### src/hdl/foa_pkg.sv
// Shared constants, request codes and command/status structs for the
// frame owner allocator. No dependencies; every other file imports it.
package foa_pkg;

    // Table geometry
    localparam int NUM_FRAMES = 64;
    localparam int GRP_SIZE   = 8;
    localparam int NUM_GROUPS = (NUM_FRAMES + GRP_SIZE - 1) / GRP_SIZE;
    localparam int PAD_FRAMES = NUM_GROUPS * GRP_SIZE;
    localparam int GRP_W      = (NUM_GROUPS > 1) ? $clog2(NUM_GROUPS) : 1;
    localparam int SLOT_W     = $clog2(GRP_SIZE);
    localparam int PIDX_W     = GRP_W + SLOT_W;
    localparam int POP_W      = SLOT_W + 1;

    // Field widths
    localparam int REQ_W   = 2;
    localparam int PID_W   = 16;
    localparam int FNUM_W  = 6;
    localparam int GRANT_W = 6;
    localparam int COUNT_W = 7;
    localparam logic [COUNT_W-1:0] COUNT_MAX = {COUNT_W{1'b1}};

    // Request codes
    localparam logic [REQ_W-1:0] REQ_ALLOC    = 2'd0;
    localparam logic [REQ_W-1:0] REQ_FREE_ONE = 2'd1;
    localparam logic [REQ_W-1:0] REQ_FREE_PID = 2'd2;
    localparam logic [REQ_W-1:0] REQ_COUNT    = 2'd3;

    // Controller to datapath commands
    typedef struct packed {
        logic accept;
        logic snap;
        logic scan;
        logic load_out;
    } t_ctrl_cmd;

    // Datapath to controller status
    typedef struct packed {
        logic [REQ_W-1:0] req;
        logic             last_grp;
        logic             alloc_hit;
        logic             out_room;
    } t_dp_status;

    // Datapath to owner table write commands
    typedef struct packed {
        logic                clr_one;
        logic [FNUM_W-1:0]   fnum;
        logic                alloc;
        logic [PIDX_W-1:0]   alloc_idx;
        logic                grp_clr;
        logic [GRP_W-1:0]    grp;
        logic [GRP_SIZE-1:0] grp_mask;
    } t_tbl_cmd;

endpackage

### src/hdl/foa_table.sv
// Owner table: one cell per frame with busy flag, owner pid and pid compare.
// Depends on foa_pkg.
module foa_table
    import foa_pkg::*;
(
    input  logic                  i_clk,
    input  logic                  i_rst_n,
    input  logic [PID_W-1:0]      i_pid,
    input  t_tbl_cmd              i_cmd,
    output logic [PAD_FRAMES-1:0] o_hit_own,
    output logic [PAD_FRAMES-1:0] o_hit_free
);

    logic [NUM_FRAMES-1:0] r_busy;
    logic [PID_W-1:0]      r_owner [NUM_FRAMES];

    for (genvar gi = 0; gi < NUM_FRAMES; gi++) begin : g_cell
        logic sel_one;
        logic sel_alloc;
        logic sel_grp;

        assign sel_one   = i_cmd.clr_one && (32'(i_cmd.fnum) == gi);
        assign sel_alloc = i_cmd.alloc && (i_cmd.alloc_idx == PIDX_W'(gi));
        assign sel_grp   = i_cmd.grp_clr && (i_cmd.grp == GRP_W'(gi / GRP_SIZE))
                           && i_cmd.grp_mask[gi % GRP_SIZE];

        // Set busy on grant, drop it on either kind of release
        always_ff @(posedge i_clk) begin
            if (!i_rst_n) begin
                r_busy[gi] <= 1'b0;
            end else if (sel_alloc) begin
                r_busy[gi] <= 1'b1;
            end else if (sel_one || sel_grp) begin
                r_busy[gi] <= 1'b0;
            end
        end

        // Record the new owner on grant
        always_ff @(posedge i_clk) begin
            if (sel_alloc) begin
                r_owner[gi] <= i_pid;
            end
        end

        assign o_hit_own[gi]  = r_busy[gi] && (r_owner[gi] == i_pid);
        assign o_hit_free[gi] = !r_busy[gi];
    end

    // Padding slots past the last frame never match
    if (PAD_FRAMES > NUM_FRAMES) begin : g_pad
        assign o_hit_own[PAD_FRAMES-1:NUM_FRAMES]  = '0;
        assign o_hit_free[PAD_FRAMES-1:NUM_FRAMES] = '0;
    end

endmodule

### src/hdl/foa_dp.sv
// Datapath: request registers, hit snapshot, group scan, result register.
// Depends on foa_pkg and foa_table.
module foa_dp
    import foa_pkg::*;
(
    input  logic               i_clk,
    input  logic               i_rst_n,
    input  t_ctrl_cmd          i_cmd,
    input  logic [REQ_W-1:0]   i_req_type,
    input  logic [PID_W-1:0]   i_proc_id,
    input  logic [FNUM_W-1:0]  i_frame_num,
    input  logic               i_out_stall,
    output t_dp_status         o_dp_sts,
    output logic               o_out_valid,
    output logic               o_status,
    output logic [GRANT_W-1:0] o_granted_frame,
    output logic [COUNT_W-1:0] o_owned_count
);

    function automatic logic [POP_W-1:0] f_popcnt(input logic [GRP_SIZE-1:0] v);
        logic [POP_W-1:0] n;
        n = '0;
        for (int k = 0; k < GRP_SIZE; k++) begin
            n = n + POP_W'(v[k]);
        end
        return n;
    endfunction

    function automatic logic [SLOT_W-1:0] f_first(input logic [GRP_SIZE-1:0] v);
        logic [SLOT_W-1:0] idx;
        idx = '0;
        for (int k = GRP_SIZE - 1; k >= 0; k--) begin
            if (v[k]) begin
                idx = SLOT_W'(k);
            end
        end
        return idx;
    endfunction

    logic [REQ_W-1:0]      r_req;
    logic [PID_W-1:0]      r_pid;
    logic [FNUM_W-1:0]     r_fnum;
    logic [PAD_FRAMES-1:0] r_hit_own;
    logic [PAD_FRAMES-1:0] r_hit_free;
    logic [GRP_W-1:0]      r_grp;
    logic                  r_wk_status;
    logic [PIDX_W-1:0]     r_wk_idx;
    logic [COUNT_W-1:0]    r_wk_count;
    logic                  r_out_valid;
    logic                  r_status;
    logic [GRANT_W-1:0]    r_granted;
    logic [COUNT_W-1:0]    r_count;

    logic [PAD_FRAMES-1:0] hit_own;
    logic [PAD_FRAMES-1:0] hit_free;
    logic [GRP_SIZE-1:0]   grp_own;
    logic [GRP_SIZE-1:0]   grp_free;
    logic [PIDX_W-1:0]     free_idx;
    logic [COUNT_W:0]      count_sum;
    logic [COUNT_W-1:0]    n_count;
    logic [31:0]           idx_wide;
    t_tbl_cmd              tbl_cmd;

    foa_table u_table (
        .i_clk      (i_clk),
        .i_rst_n    (i_rst_n),
        .i_pid      (r_pid),
        .i_cmd      (tbl_cmd),
        .o_hit_own  (hit_own),
        .o_hit_free (hit_free)
    );

    // Slice the current group out of the snapshot
    assign grp_own  = r_hit_own[r_grp * GRP_SIZE +: GRP_SIZE];
    assign grp_free = r_hit_free[r_grp * GRP_SIZE +: GRP_SIZE];
    assign free_idx = {r_grp, f_first(grp_free)};

    // Saturating count accumulate
    assign count_sum = {1'b0, r_wk_count} + (COUNT_W + 1)'(f_popcnt(grp_own));
    assign n_count   = count_sum[COUNT_W] ? COUNT_MAX : count_sum[COUNT_W-1:0];

    // Table writes
    always_comb begin
        tbl_cmd           = '0;
        tbl_cmd.fnum      = r_fnum;
        tbl_cmd.alloc_idx = free_idx;
        tbl_cmd.grp       = r_grp;
        tbl_cmd.grp_mask  = grp_own;
        tbl_cmd.clr_one   = i_cmd.snap && (r_req == REQ_FREE_ONE)
                            && (32'(r_fnum) < NUM_FRAMES);
        tbl_cmd.alloc     = i_cmd.scan && (r_req == REQ_ALLOC) && (|grp_free);
        tbl_cmd.grp_clr   = i_cmd.scan && (r_req == REQ_FREE_PID);
    end

    // Capture the request beat
    always_ff @(posedge i_clk) begin
        if (i_cmd.accept) begin
            r_req  <= i_req_type;
            r_pid  <= i_proc_id;
            r_fnum <= i_frame_num;
        end
    end

    // Snapshot hits, then walk the groups and accumulate
    always_ff @(posedge i_clk) begin
        if (i_cmd.snap) begin
            r_hit_own   <= hit_own;
            r_hit_free  <= hit_free;
            r_grp       <= '0;
            r_wk_status <= (r_req == REQ_ALLOC);
            r_wk_idx    <= '0;
            r_wk_count  <= '0;
        end else if (i_cmd.scan) begin
            r_grp <= r_grp + GRP_W'(1);
            unique case (r_req)
                REQ_ALLOC: begin
                    if (|grp_free) begin
                        r_wk_status <= 1'b0;
                        r_wk_idx    <= free_idx;
                    end
                end
                REQ_COUNT: begin
                    r_wk_count <= n_count;
                end
                default: begin
                end
            endcase
        end
    end

    assign idx_wide = 32'(r_wk_idx);

    // Hold the result beat until taken
    always_ff @(posedge i_clk) begin
        if (!i_rst_n) begin
            r_out_valid <= 1'b0;
        end else if (i_cmd.load_out) begin
            r_out_valid <= 1'b1;
        end else if (!i_out_stall) begin
            r_out_valid <= 1'b0;
        end
    end

    always_ff @(posedge i_clk) begin
        if (i_cmd.load_out) begin
            r_status  <= r_wk_status;
            r_granted <= idx_wide[GRANT_W-1:0];
            r_count   <= r_wk_count;
        end
    end

    assign o_dp_sts.req       = r_req;
    assign o_dp_sts.last_grp  = (r_grp == GRP_W'(NUM_GROUPS - 1));
    assign o_dp_sts.alloc_hit = |grp_free;
    assign o_dp_sts.out_room  = !r_out_valid || !i_out_stall;

    assign o_out_valid     = r_out_valid;
    assign o_status        = r_status;
    assign o_granted_frame = r_granted;
    assign o_owned_count   = r_count;

endmodule

### src/hdl/foa_ctrl.sv
// Controller: sequences accept, snapshot, group scan and result load.
// Depends on foa_pkg.
module foa_ctrl
    import foa_pkg::*;
(
    input  logic       i_clk,
    input  logic       i_rst_n,
    input  logic       i_in_valid,
    input  t_dp_status i_dp_sts,
    output t_ctrl_cmd  o_cmd,
    output logic       o_in_stall
);

    localparam logic [1:0] ST_IDLE   = 2'd0;
    localparam logic [1:0] ST_SNAP   = 2'd1;
    localparam logic [1:0] ST_SCAN   = 2'd2;
    localparam logic [1:0] ST_RESULT = 2'd3;

    logic [1:0] r_state;
    logic [1:0] n_state;

    // Next state and commands
    always_comb begin
        n_state = r_state;
        o_cmd   = '0;
        unique case (r_state)
            ST_IDLE: begin
                o_cmd.accept = i_in_valid;
                if (i_in_valid) begin
                    n_state = ST_SNAP;
                end
            end
            ST_SNAP: begin
                o_cmd.snap = 1'b1;
                n_state    = (i_dp_sts.req == REQ_FREE_ONE) ? ST_RESULT : ST_SCAN;
            end
            ST_SCAN: begin
                o_cmd.scan = 1'b1;
                if (i_dp_sts.last_grp
                    || ((i_dp_sts.req == REQ_ALLOC) && i_dp_sts.alloc_hit)) begin
                    n_state = ST_RESULT;
                end
            end
            ST_RESULT: begin
                o_cmd.load_out = i_dp_sts.out_room;
                if (i_dp_sts.out_room) begin
                    n_state = ST_IDLE;
                end
            end
            default: begin
                n_state = ST_IDLE;
            end
        endcase
    end

    always_ff @(posedge i_clk) begin
        if (!i_rst_n) begin
            r_state <= ST_IDLE;
        end else begin
            r_state <= n_state;
        end
    end

    assign o_in_stall = (r_state != ST_IDLE);

endmodule

### src/hdl/frame_owner_allocator_top.sv
// Top level of the first-fit frame owner allocator.
// Depends on foa_pkg, foa_ctrl and foa_dp (which holds foa_table).
//
//  channel | valid       | stall        | payload
//  --------+-------------+--------------+--------------------------------------
//  request | i_in_valid  | o_in_stall   | i_req_type, i_proc_id, i_frame_num
//  result  | o_out_valid | i_out_stall  | o_status, o_granted_frame, o_owned_count
//
// Each request beat takes a registered snapshot of all owner cells; allocate,
// release all and count then scan it in groups of 8 frames per cycle (8 groups
// at 64 frames). Release one skips the scan; release all and count walk every
// group, while allocate ends early at the group with the first free frame.
// Reset (synchronous, active low) marks every frame free.
// A result beat waits in its register under i_out_stall; a new request is
// taken only after the previous result has been loaded into that register.
module frame_owner_allocator_top
    import foa_pkg::*;
(
    input  logic               i_clk,
    input  logic               i_rst_n,
    input  logic               i_in_valid,
    output logic               o_in_stall,
    input  logic [REQ_W-1:0]   i_req_type,
    input  logic [PID_W-1:0]   i_proc_id,
    input  logic [FNUM_W-1:0]  i_frame_num,
    output logic               o_out_valid,
    input  logic               i_out_stall,
    output logic               o_status,
    output logic [GRANT_W-1:0] o_granted_frame,
    output logic [COUNT_W-1:0] o_owned_count
);

    t_ctrl_cmd  cmd;
    t_dp_status dp_sts;

    foa_ctrl u_ctrl (
        .i_clk      (i_clk),
        .i_rst_n    (i_rst_n),
        .i_in_valid (i_in_valid),
        .i_dp_sts   (dp_sts),
        .o_cmd      (cmd),
        .o_in_stall (o_in_stall)
    );

    foa_dp u_dp (
        .i_clk           (i_clk),
        .i_rst_n         (i_rst_n),
        .i_cmd           (cmd),
        .i_req_type      (i_req_type),
        .i_proc_id       (i_proc_id),
        .i_frame_num     (i_frame_num),
        .i_out_stall     (i_out_stall),
        .o_dp_sts        (dp_sts),
        .o_out_valid     (o_out_valid),
        .o_status        (o_status),
        .o_granted_frame (o_granted_frame),
        .o_owned_count   (o_owned_count)
    );

endmodule
### config.mk
export PLATFORM = sky130hd
export DESIGN_NAME = frame_owner_allocator_top
export DESIGN_NICKNAME = d
export VERILOG_FILES = /design/src/hdl/foa_pkg.sv /design/src/hdl/foa_table.sv /design/src/hdl/foa_dp.sv /design/src/hdl/foa_ctrl.sv /design/src/hdl/frame_owner_allocator_top.sv
export SDC_FILE = /design/constraint.sdc
export NUM_CORES = 2
export LEC_CHECK = 0
export BUFFER_PORTS_ARGS = -buffer_cell sky130_fd_sc_hd__buf_4
export CAP_MARGIN = 20
export CORE_ASPECT_RATIO = 0.75
export CORE_MARGIN = 2
export CORE_UTILIZATION = 63
export DETAILED_ROUTE_END_ITERATION = 8
export HOLD_SLACK_MARGIN = 0.15
export PLACE_DENSITY = 0.79
export RECOVER_POWER = 100
export SYNTH_ARGS = -nofsm -noshare
export SYNTH_HDL_FRONTEND = slang
export SYNTH_SLANG_ARGS = --single-unit
### constraint.sdc
create_clock -name i_clk -period 6.8 [get_ports i_clk]
set_clock_uncertainty 0.05 [all_clocks]
set_input_delay 0.34 -clock i_clk [delete_from_list [all_inputs] [get_ports i_clk]]
set_output_delay 0.34 -clock i_clk [all_outputs]
set_load 0.01 [all_outputs]
### Yosys cells after proc, flatten, opt, wreduce, memory -nomap -nowiden

Memory sizes are Yosys's and may differ from the RTL's.
Cells that the tools add are included.

| word-level totals | value |
|---|---|
| register bits after elaboration | 250 |
| memory bits (writable) | 1024 |
| bits of input ports | 28 |
| output and inout bits | 16 |
| logic and storage cells | 1308 |
| memories kept | 1 |

Memories:

| memory | depth | width | read ports | clocked after memory_dff | write ports | line | RTL |
|---|---|---|---|---|---|---|---|
| u_dp.u_table.r_owner | 64 | 16 | 64 | 0 | 1 | foa_table.sv:15 | `logic [PID_W-1:0] r_owner [NUM_FRAMES];` |

| operators by class | value |
|---|---|
| add/sub/neg operators | 9 |
| eq/ne operators | 207 |
| shift operators | 2 |
| mux-type cells | 469 |
| reduce and logical (&&, ||, !) cells | 542 |

Operator list:

| operator | count |
|---|---|
| $eq A16 B16 Y1 | 64 |
| $mux W16 | 63 |
| $reduce_or A16 Y1 | 63 |
| $eq A6 B6 Y1 const B | 64 |
| $mux W6 | 63 |
| $mux W1 | 330 |
| $logic_and A1 B1 Y1 | 269 |
| $eq A6 B5 Y1 const B | 32 |
| $reduce_bool A2 Y1 | 68 |
| $shiftx A64 B7 Y8 | 2 |
| $eq A6 B4 Y1 const B | 16 |
| $logic_not A1 Y1 | 66 |
| $logic_or A1 B1 Y1 | 66 |
| $eq A6 B3 Y1 const B | 8 |
| $add A4 B1 Y4 | 6 |
| $eq A6 B2 Y1 const B | 4 |
| $mux W3 | 8 |
| $eq A3 B3 Y1 const B | 4 |
| $eq A6 B1 Y1 const B | 2 |
| $logic_not A6 Y1 | 2 |
| $reduce_and A3 Y1 | 3 |
| $add A7 B4 Y8 | 1 |
| $eq A2 B2 Y1 const B | 4 |
| $pmux W2 S4 | 1 |
| 13 further kinds | 20 |

### Logic depth before layout (Yosys ltp)

| depth | value |
|---|---|
| depth after elaboration | 77 |
| depth in mapped cells | 23 |
| mapped depth without buffers | 19 |

### Hierarchy

Synthesis repeated with hierarchy kept, for this count alone.

| unflattened totals | value |
|---|---|
| cell total of the unflattened synthesis | 3370 |
| area, all modules | 54018.1 sq um |

By module, submodules not included:

| module | times used | cells an instance | area an instance (sq um) | seq. area each (sq um) |
|---|---|---|---|---|
| foa_table | 1 | 2958 | 46464.6 | 32030.7 |
| foa_dp | 1 | 388 | 7317.0 | 5355.1 |
| foa_ctrl | 1 | 24 | 236.5 | 40.0 |

### Worst setup path before layout

OpenSTA, ideal clock, no wires.

| timing | value |
|---|---|
| kind | flip-flop to flip-flop |
| from | register u_dp.r_grp[0] |
| to | register u_dp.r_wk_count[2] |
| setup time | 0.128 ns |
| arrival time | 5.480 ns |
| required time | 6.622 ns |
| slack | 1.142 ns |
| stages on the path, launching flop included | 23 |
| path buffers | 3 |
| clock period less this slack | 5.658 ns |
| cells stage by stage | dfxtp_1 -> buf_4 -> buf_2 -> buf_1 -> mux4_2 -> nand2_1 -> nand2_1 -> ha_1 -> inv_1 -> fa_1 -> fa_1 -> inv_1 -> fa_1 -> inv_1 -> fa_1 -> inv_1 -> ha_1 -> a21o_1 -> a21oi_1 -> o21ai_0 -> a41oi_1 -> o32a_1 -> nor2_1 |

| on the way | value |
|---|---|
| longest elaborated chain between the ends | 10 |

Ends and longest elaborated chain:

| item | line | RTL |
|---|---|---|
| start, declared | foa_dp.sv:45 | `logic [GRP_W-1:0] r_grp;` |
| start signal, assigned | foa_dp.sv:114 | `r_grp <= r_grp + GRP_W'(1);` |
| $shiftx A64 B7 Y8 * | foa_dp.sv:74 | `assign grp_own = r_hit_own[r_grp * GRP_SIZE +: GRP_SIZE];` |
| $add A1 B1 Y2 | foa_dp.sv:24 | `n = n + POP_W'(v[k]);` |
| $add A4 B1 Y4 (5 in a row) | foa_dp.sv:24 |  |
| $add A4 B1 Y4 * | foa_dp.sv:24 |  |
| $add A7 B4 Y8 * | foa_dp.sv:79 | `assign count_sum = {1'b0, r_wk_count} + (COUNT_W + 1)'(f_popcnt(grp_own));` |
| $mux W7 * | foa_dp.sv:80 | `assign n_count = count_sum[COUNT_W] ? COUNT_MAX : count_sum[COUNT_W-1:0];` |
| end signal, assigned | foa_dp.sv:123 | `r_wk_count <= n_count;` |
| end, declared | foa_dp.sv:48 | `logic [COUNT_W-1:0] r_wk_count;` |

Mark *: on every way between the ends. The rest lies on a longest branch, timed or not.
A chain may end at the register's enable or synchronous reset.

### Worst setup path after layout

| timing | value |
|---|---|
| from | register u_dp.r_grp[0] |
| to | memory u_dp.u_table.r_owner[39][3] (netlist: u_dp.u_table.r_owner[1][115]), enable pin |

| on the way | value |
|---|---|
| elaborated cells between the ends (all ways) | 456 |
| those cells by class | eq/ne (63); shift (1); mux (262); reduce/logical (130) |

RTL lines:

| item | line | RTL |
|---|---|---|
| $shiftx A64 B7 Y8 | foa_dp.sv:75 | `assign grp_free = r_hit_free[r_grp * GRP_SIZE +: GRP_SIZE];` |
| $mux W3 (8 in a row) | foa_dp.sv:33 | `if (v[k]) begin` |
| $eq A6 B6 Y1 | foa_table.sv:23 | `assign sel_alloc = i_cmd.alloc && (i_cmd.alloc_idx == PIDX_W'(gi));` |
| $logic_and A1 B1 Y1 * | foa_table.sv:23 |  |
| net u_dp.u_table.g_cell[39].sel_alloc | foa_table.sv:19 | `logic sel_alloc;` |
| $mux W1 * | foa_table.sv:40 | `if (sel_alloc) begin` |
| $mux W1 (not written as such) * | foa_table.sv:41 | `r_owner[gi] <= i_pid;` |
| $reduce_or A16 Y1 (no source line) | - |  |
| $mux W6 (no source line) or $mux W1 (tied branches) (25 in a row) | - |  |
| end, declared | foa_table.sv:15 |  |

Mark *: on every way through the listed nets, which the timed path passes. The rest lies on a longest branch.

==> run metrics <==
CTS clk-pin slew, worst paths 70 ps; initial antenna violation count 2; syn nets 3541; P_sw 5.40 mW; P_int 14.0 mW; DR vias/cell 6.18; largest cells by area after synthesis edfxtp_1, xor2_1, dfxtp_1, nor4_1, nor3_1; clock sink count 1274; critical path cell sequence buf_4, mux4_2, mux2i_1, a21oi_1, a211oi_1, nand3_1, nor2_1, clkbuf_1; Fillers 5384; largest net degree at the start of global routing 105; combinational share of power 18.1%; Clock power frac 33.6%; max-cap viol count 36; RSZ-0062 raised after global routing false; worst slack at placement 1170 ps; worst-path fanout max 23; slowest CP cell a211oi_1; area of the mapped netlist 53700 µm²; largest family of logic cells by synthesized area XOR/XNOR gates; post-synthesis sequential area ratio 69.7%; hold depth 3; vias in the first global route 30200; CTS Buf Count 114; first-pass GRT wire length 187 mm; Die ar. 87600 µm²; postcts setup bufs 0; FP Rows 92; YS warnings 0; Worst-Skew Late Latency 700 ps; Nets 3674; Max IR drop VDD 0.419 mV; leakage 19.3 nW; gate count of the mapped netlist 3490; Synth Register Bits 1274; share of cells above drive strength 1 7.39%; Final Hold Fails 0; post-synthesis adder-cell area fraction 0.606%; Sequential Power Share 48.3%; # hold bufs at CTS 26; Compound-Gate Fraction of Synth Area 2.52%; slew margin rel. -233%; critical path arrival 6450 ps; hold path start i_rst_n; Iteration-0 DRC Markers 3824; setup tns final 0 ps; worst reg2reg path endpoint u_dp.u_table.r_owner[1][115]; CP Launch Type register; Tcrit/Tclk final 90.8%; Hold EP u_ctrl.r_state[1]; mux share of post-synthesis cell area 1.73%; synth unique cells 63; r2r startpoint u_dp.r_grp[0]; Multi-input gate area 15100 µm²; slowest stage delay, CP 1510 ps; Avg Cell Area, Syn 15.4 µm²; Fmax 162 MHz; Worst R2R Path Depth 8; Synth Area in Simple Gates 6.64%; Max clock buf depth 3; Req. time, crit path 7080 ps; final wirelength 124 mm; Starting Density 63.7%; Post-CTS Resized 0; XOR/XNOR Fraction of Synth Area 16.8%; most frequent cell after synthesis edfxtp_1; async set-reset flop share out of synthesis 0%; synth cell count leaders edfxtp_1, xor2_1, nor4_1; CTS tree built; gr usage total 28.4%; GPL Wtd Cong 0.949; TritonRoute pass-1 iters 6; Slew Limit Fails 1631; hpwl dp 72.2 mm; Die Width 341 µm; die height 257 µm; H-Tree Level Count 3; Layout area overhead 10.4%; largest area contributor in the netlist edfxtp_1; PD cells 327 nW/µm²; grt ovf 0; DRC 0; CTS root buf clkbuf_16; total I/O pin count 44; CP Capture Type register; top cell type's share of synthesized area 66.6%; wire per inst 25.5 µm; worst hold path class input port to register; R2R Setup Slk 630 ps; worst slew pin tran 4990 ps; worst setup margin 627 ps; core area 84300 µm²; crit path kind register to register; outcome finished, violations left; port bufs 43; Post-synth EDFFs 1191; Switching Share 27.9%; Antenna Violating Nets Remaining 0; final setup fails 0; minimum clock period 6170 ps; most common flop cell mapped by yosys edfxtp_1; DR vias 30000; FF+latch area 37400 µm²; failing checks capacitance limit, slew limit
## worst max-delay path, delay by kind of cell, from the launching register on
family                 cells  cell delay, ps
muxes                      2            1100
buffers and inverters      2             930
AOI/OAI and AO/OA          2            1590
and+or+nand+nor            2            1530
DFF                        1             570
## registers in the layout, summed over array words and instances (netlist names), 7 cells and up
| signal | flops |
|---|---|
| u_dp.o_owned_count | 7 |
| u_dp.u_table.r_owner | 1024 |
| u_dp.r_hit_own | 64 |
| u_dp.u_table.r_busy | 64 |
| u_dp.r_pid | 16 |
| u_dp.r_wk_count | 7 |
| u_dp.r_hit_free | 64 |
## cell usage in the layout (no fill, tap or decap), types with 5 or more instances in the layout
cell | netlist | final
edfxtp_1 | 1191 | 1191
nor4_1 | 193 | 193
and2_1 | 5 | 5
clkinv_1 | 1 | 24
nand2_1 | 96 | 96
nor3_1 | 150 | 150
clkinv_2 | 0 | 24
a21oi_1 | 18 | 18
o21a_1 | 14 | 14
clkinvlp_4 | 0 | 5
mux2i_1 | 23 | 24
nand3_1 | 35 | 35
mux4_2 | 25 | 25
clkbuf_4 | 0 | 24
nor2b_1 | 12 | 12
o21ai_2 | 6 | 5
and3_1 | 10 | 10
clkbuf_8 | 0 | 8
buf_12 | 0 | 6
clkbuf_1 | 119 | 135
a41oi_1 | 5 | 6
nand4_1 | 73 | 73
nor2_1 | 61 | 61
mux2_2 | 10 | 9
inv_1 | 92 | 92
o31ai_1 | 16 | 16
ha_1 | 18 | 18
clkbuf_16 | 0 | 115
fa_1 | 5 | 5
buf_4 | 3 | 13
o221a_2 | 10 | 10
dlygate4sd3_1 | 0 | 26
dfxtp_1 | 83 | 82
o21ai_0 | 31 | 38
xor2_1 | 1024 | 1024
bufinv_16 | 0 | 13
o2111ai_1 | 49 | 49
## through the flow
stage	instances	power (mW)	utilization (%)	area [µm²]	hold slack (ps)
final	4850	19.4	70.3	59200	213
after global placement	4575	12.9	66.0	55600	372
after CTS	4829	19.5	71.0	59800	176
after floorplan	3490	11.8	-	53700	350
after detailed placement	4589	13.0	66.2	55800	379
after global routing	4849	20.1	70.3	59200	224
## worst max-delay path by stage
stage,endpoint,start,cells past startpoint,slack [ps]
finish,u_dp.u_table.r_owner[1][115],u_dp.r_grp[0],8,630
detailed placement,u_dp.r_wk_count[2],u_dp.r_grp[0],17,1170
CTS,u_dp.r_wk_count[2],u_dp.r_grp[0],17,1170
global placement,u_dp.r_wk_count[2],u_dp.r_grp[0],17,1220
floorplan,u_dp.r_wk_count[2],u_dp.r_grp[0],22,1140
global route,u_dp.r_hit_own[12],u_dp.r_pid[2],5,440
## power by group through the flow
stage / logic (mW) / clock network (mW) / registers, mW
final: 3.51 / 6.50 / 9.35
after global routing: 3.84 / 6.87 / 9.37
after CTS: 3.61 / 6.56 / 9.29
after detailed placement: 3.57 / 0 / 9.45
after global placement: 3.45 / 0 / 9.44
after floorplan: 2.27 / 0 / 9.57
## cell families (layout without fill, tap and decap cells)
family,Yosys count,after routing
AO/OA/AOI/OAI,178,178
XOR/XNOR,1028,1028
adder cells (fa/ha/maj),23,23
buffers and inverters,267,498
flip-flops,1274,1274
multiplexers,59,59
other,0,1
AND/OR/NAND/NOR,661,661
## area by class of cell
class | instances | share of cell area, %
tap | 1128 | 2.38
inverter | 94 | 0.596
clock inverter | 72 | 1.22
sequential | 1274 | 63.2
antenna | 1 | 0.00422
clock buffer | 142 | 5.16
timing repair buffer | 190 | 1.90
multi-input combinational | 1949 | 25.6
## routing by layer
metal	vias up	track usage, %	part of all wire (%)
li1	13100	-	-
met1	15200	42.5	43
met2	1473	43.4	45
met3	228	5.42	9.0
met4	0	7.59	2.4
met5	-	0	0
Note: power is estimated with default switching activity, not from simulation.
